File: src/design/insertion_sorter_core_defines.svh
// ---------------------------------------------------------------------------
// Assertion macros for the insertion sorter core
// Concurrent checks clocked on clk and disabled while rst_n is low.
// ---------------------------------------------------------------------------
`ifndef INSERTION_SORTER_CORE_DEFINES_SVH
`define INSERTION_SORTER_CORE_DEFINES_SVH

// The condition must never hold.
`define ISC_ASSERT_NEVER(lbl, cond, msg) \
    lbl: assert property (@(posedge clk) disable iff (!rst_n) !(cond)) else $error(msg);

// The consequent must hold in the cycle after the antecedent.
`define ISC_ASSERT_NEXT(lbl, ante, cons, msg) \
    lbl: assert property (@(posedge clk) disable iff (!rst_n) (ante) |=> (cons)) \
        else $error(msg);

`endif

File: src/design/isc_pkg.sv
// ---------------------------------------------------------------------------
// isc_pkg
// Shared record and control types for the insertion sorter chain.
// ---------------------------------------------------------------------------
`timescale 1ns / 1ps
`default_nettype none

package isc_pkg;

    localparam int KEY_W  = 32;
    localparam int TAG_W  = 16;
    localparam int DATA_W = KEY_W + TAG_W;

    // One stored record as held by a cell.
    typedef struct packed {
        logic              valid;
        logic [KEY_W-1:0]  key;
        logic [TAG_W-1:0]  tag;
    } isc_rec_t;

    // Broadcast control from the top level to every cell.
    typedef struct packed {
        logic insert;   // place the incoming record into the chain
        logic advance;  // move every record one place towards cell 0
    } isc_ctl_t;

endpackage

`default_nettype wire

File: src/design/isc_cell.sv
// ---------------------------------------------------------------------------
// isc_cell
// One place of the sorted chain: holds a record and trades with neighbours.
// ---------------------------------------------------------------------------
`timescale 1ns / 1ps
`default_nettype none

module isc_cell (
    input  wire logic              clk,
    input  wire logic              rst_n,
    input  wire isc_pkg::isc_ctl_t ctl,
    input  wire isc_pkg::isc_rec_t new_rec,
    input  wire isc_pkg::isc_rec_t lower_rec,
    input  wire logic              lower_gt,
    input  wire isc_pkg::isc_rec_t upper_rec,
    output isc_pkg::isc_rec_t      rec,
    output logic                   gt
);
    import isc_pkg::*;

    logic             valid_reg, valid_next;
    logic [KEY_W-1:0] key_reg, key_next;
    logic [TAG_W-1:0] tag_reg, tag_next;
    logic             load;

    // A stored key strictly greater than the new one yields its place,
    // so equal keys keep arrival order.
    assign gt   = valid_reg && ($signed(key_reg) > $signed(new_rec.key));
    assign load = gt || (!valid_reg && lower_rec.valid);

    always_comb
    begin
        valid_next = valid_reg;
        key_next   = key_reg;
        tag_next   = tag_reg;
        if (ctl.advance)
        begin
            valid_next = upper_rec.valid;
            key_next   = upper_rec.key;
            tag_next   = upper_rec.tag;
        end
        else if (ctl.insert)
        begin
            if (lower_gt)
            begin
                valid_next = lower_rec.valid;
                key_next   = lower_rec.key;
                tag_next   = lower_rec.tag;
            end
            else if (load)
            begin
                valid_next = 1'b1;
                key_next   = new_rec.key;
                tag_next   = new_rec.tag;
            end
        end
    end

    always_ff @(posedge clk or negedge rst_n)
    begin
        if (!rst_n)
        begin
            valid_reg <= 1'b0;
        end
        else
        begin
            valid_reg <= valid_next;
        end
    end

    always_ff @(posedge clk)
    begin
        key_reg <= key_next;
        tag_reg <= tag_next;
    end

    assign rec.valid = valid_reg;
    assign rec.key   = key_reg;
    assign rec.tag   = tag_reg;

endmodule

`default_nettype wire

File: config.mk
export PLATFORM = sky130hd
export DESIGN_NAME = isc_cell
export DESIGN_NICKNAME = d
export VERILOG_FILES = /design/src/design/insertion_sorter_core_defines.svh /design/src/design/isc_pkg.sv /design/src/design/isc_cell.sv
export SDC_FILE = /design/constraint.sdc
export NUM_CORES = 1
export LEC_CHECK = 0
export ABC_AREA = 1
export BUFFER_PORTS_ARGS = -buffer_cell sky130_fd_sc_hd__buf_4
export CAP_MARGIN = 5
export CORE_MARGIN = 5
export CORE_UTILIZATION = 47
export DETAILED_ROUTE_END_ITERATION = 10
export MAX_ROUTING_LAYER = met4
export PLACE_DENSITY = 0.86
export SYNTH_ARGS = -nofsm -noshare
export SYNTH_HDL_FRONTEND = slang
export SYNTH_SLANG_ARGS = --single-unit
File: constraint.sdc
create_clock -name clk -period 6.05 [get_ports clk]
set_clock_uncertainty 0.15 [all_clocks]
set_input_delay 0.605 -clock clk [delete_from_list [all_inputs] [get_ports clk]]
set_output_delay 0.605 -clock clk [all_outputs]
set_load 0.005 [all_outputs]
==> results.cfg <==
[outcome]
status = finished, final reports clean

[clock_network]
cts_root_buf = clkbuf_8
cts_buffers = 5
clock_sinks = 49
post_cts_buffers = 0
worstSkewPairLatency_ns = 0.30
ctsResizeCount = 0
h-tree-depth = 2
cts_tree = done
clk_pin_slew_ns = 0.09
clk_path_buf_depth = 2

[setup_path]
ff2ff_path_depth = 12
rr_startpoint = key_reg[11]
critPathLaunchType = flip-flop
crit_required_ns = 5.82
r2r-end = key_reg[1]
path_cells = ha_1, a21oi_1, nand2_1, a21oi_1, nand2_1, nand2_1, nand3_1, nand2_1, nand2_1, nand2_1, nand2_1, inv_2
r2r_slack_ns = 3.05
arrival_ns = 2.78
end_kind = flip-flop
cpMostUsedCell = nand2_1
critPathMaxStageDelay_ns = 0.77
crit_slowest_cell = inv_2
cp_max_fo = 48
path_class = reg2reg

[sta]
setup_tns_ns = 0
min_period_ns = 3.00
finalMaxSlewViolations = 0
hold_violations = 0
worst_pin_slew_ns = 1.06
slew_headroom_pct = 29.4
rsz0062_at_grt = false
fmax_mhz = 333
fin_crit_sh_pct = 49.6
setup_viol = 0

[cells_and_area]
area_delta_synth_final_pct = 48.8
multiInputGateArea_um2 = 1620
filler_cell_count = 570
layout.nets = 800
drive_above_1_share_pct = 35.0
regArea_um2 = 1470
fin_util_pct = 72.7
num_antenna_cells = 0
design_area_um2 = 4990
largest_register_ffs = 32

[synthesis]
synthDistinctLibCells = 23
netlist_instances = 428
yosysSeqAreaShare_pct = 43.7
async_flop_share_pct = 2.04
ys_top_cells_by_count = a21oi_1 (108), nand2_1 (95), nor2_1 (58)
synth_area_um2 = 3350
ys_top_cells_by_area = edfxtp_1 (43%), a21oi_1 (16%), ha_1 (12%)
synth_top_area_share_pct = 43.0
synth_edf_count = 48
yosysWarnings = 0
synth-main-ff-cell = edfxtp_1
synth_seq_cells = 49
synth_fp_nets = 612
avgSynthCellArea_um2 = 7.84
synth_most_common_cell = a21oi_1
yosys.area.top_type = edfxtp_1

[place]
dpl_cell_area_um2 = 4900
place.gp.congestion = 0.806
dp_hpwl_um = 8310
io_buffers = 200

[floorplanning]
fp.dieW_um = 94.5
rows = 30
io_pins = 202
fp.dieH_um = 94.5
initial_core_util_pct = 48.8
dieArea_um2 = 8930
core-area_um2 = 6870

[job]
drv_cap = 0

[drt]
first_iter_violations = 141
via_count = 3614
wl_per_cell_um = 15.3
antenna_left = 0
routed_via_density = 5.07
drc = 0
drtPass1Iterations = 4
drt-total-wl_um = 10900

[hold_path]
worstHoldStart = valid_reg
worstHoldEndpoint = valid_reg
hold_class = reg2reg
whs_path_depth = 2

[global_routing]
grt_overflow = 0
antenna_found_initial = 0
grt_pass1_vias = 3553
grt_pass1_wl_um = 16400
gr-usage-all-layers_pct = 24.2
grt_max_degree = 53

[pwr]
power.leakage_nw = 2.52
cellPowerDensity_nw_per_um2 = 188
fin_total_pwr_mw = 0.939
ir_drop_mv = 0.117
## logic make-up after synthesis
family / Yosys count / synth area share (%)
DFF: 49 / 43.7
AOI/OAI and AO/OA: 115 / 17.5
buffers and inverters: 69 / 8.02
and+or+nand+nor: 163 / 18.8
adders and majority gates: 32 / 11.9
## per-layer routing
metal / up-vias / part of all wire, % / global-route usage (%)
met3: 10 / 10 / 5.98
met2: 185 / 52 / 43.4
li1: 1801 / - / -
met5: - / 0 / -
met4: 0 / 1.0 / 5.29
met1: 1618 / 36 / 27.3
## worst max-delay path by stage
stage	from	end	depth (start not counted)
floorplan	new_rec[47]	key_reg[0]	14
global placement	new_rec[37]	tag_reg[6]	14
detailed placement	new_rec[37]	key_reg[8]	14
CTS	key_reg[11]	key_reg[13]	12
global route	key_reg[21]	key_reg[1]	12
finish	key_reg[11]	key_reg[1]	12
## power by group
part           total (mW)  internal (mW)  switching (mW)
sequential          0.441          0.423          0.0182
clock               0.190         0.0805           0.110
combinational       0.308          0.161           0.146
total               0.939          0.664           0.274
## worst max-delay path: cells and delay by family (launching register included)
| kind | cells | cell delay, ns |
|---|---|---|
| fa+ha+maj | 1 | 0.33 |
| buf+inv | 1 | 0.77 |
| flops | 1 | 0.42 |
| simple gates | 8 | 0.62 |
| compound gates | 2 | 0.33 |
## what timing repair did
action | in CTS | in global routing
endpoints found under the setup margin | 0 | 0
hold endpoints to repair | 1 | 0
hold buffers | 1 | 0
## stage by stage
step | instances | setup slack (ns) | hold WS (ns)
2_1_floorplan | 428 | 2.85 | 0.159
3_3_place_gp | 704 | 2.79 | 0.231
3_5_place_dp | 704 | 2.71 | 0.233
4_1_cts | 713 | 3.02 | 0.414
5_1_grt | 713 | 2.79 | 0.461
6_report | 713 | 3.05 | 0.405
## cell type report
cell class / count / area share [%]
multi-input combinational: 310 / 32.4
timing repair buffer: 203 / 30.6
sequential: 49 / 29.4
inverter: 47 / 3.53
tap: 96 / 2.41
clock buffer: 6 / 1.45
clock inverter: 2 / 0.201
## placed cells by master, fill, tap and decap left out, types with 2 or more instances in the layout
master,n
a21oi_1,108
inv_1,43
inv_2,2
nand2_1,95
edfxtp_1,48
clkinv_1,2
nor2_1,58
buf_4,202
clkinv_2,2
o21ai_0,3
nand4_1,2
nor2_2,2
nand3_1,4
clkbuf_8,5
ha_1,32
Power figures use the tool's default switching activity.
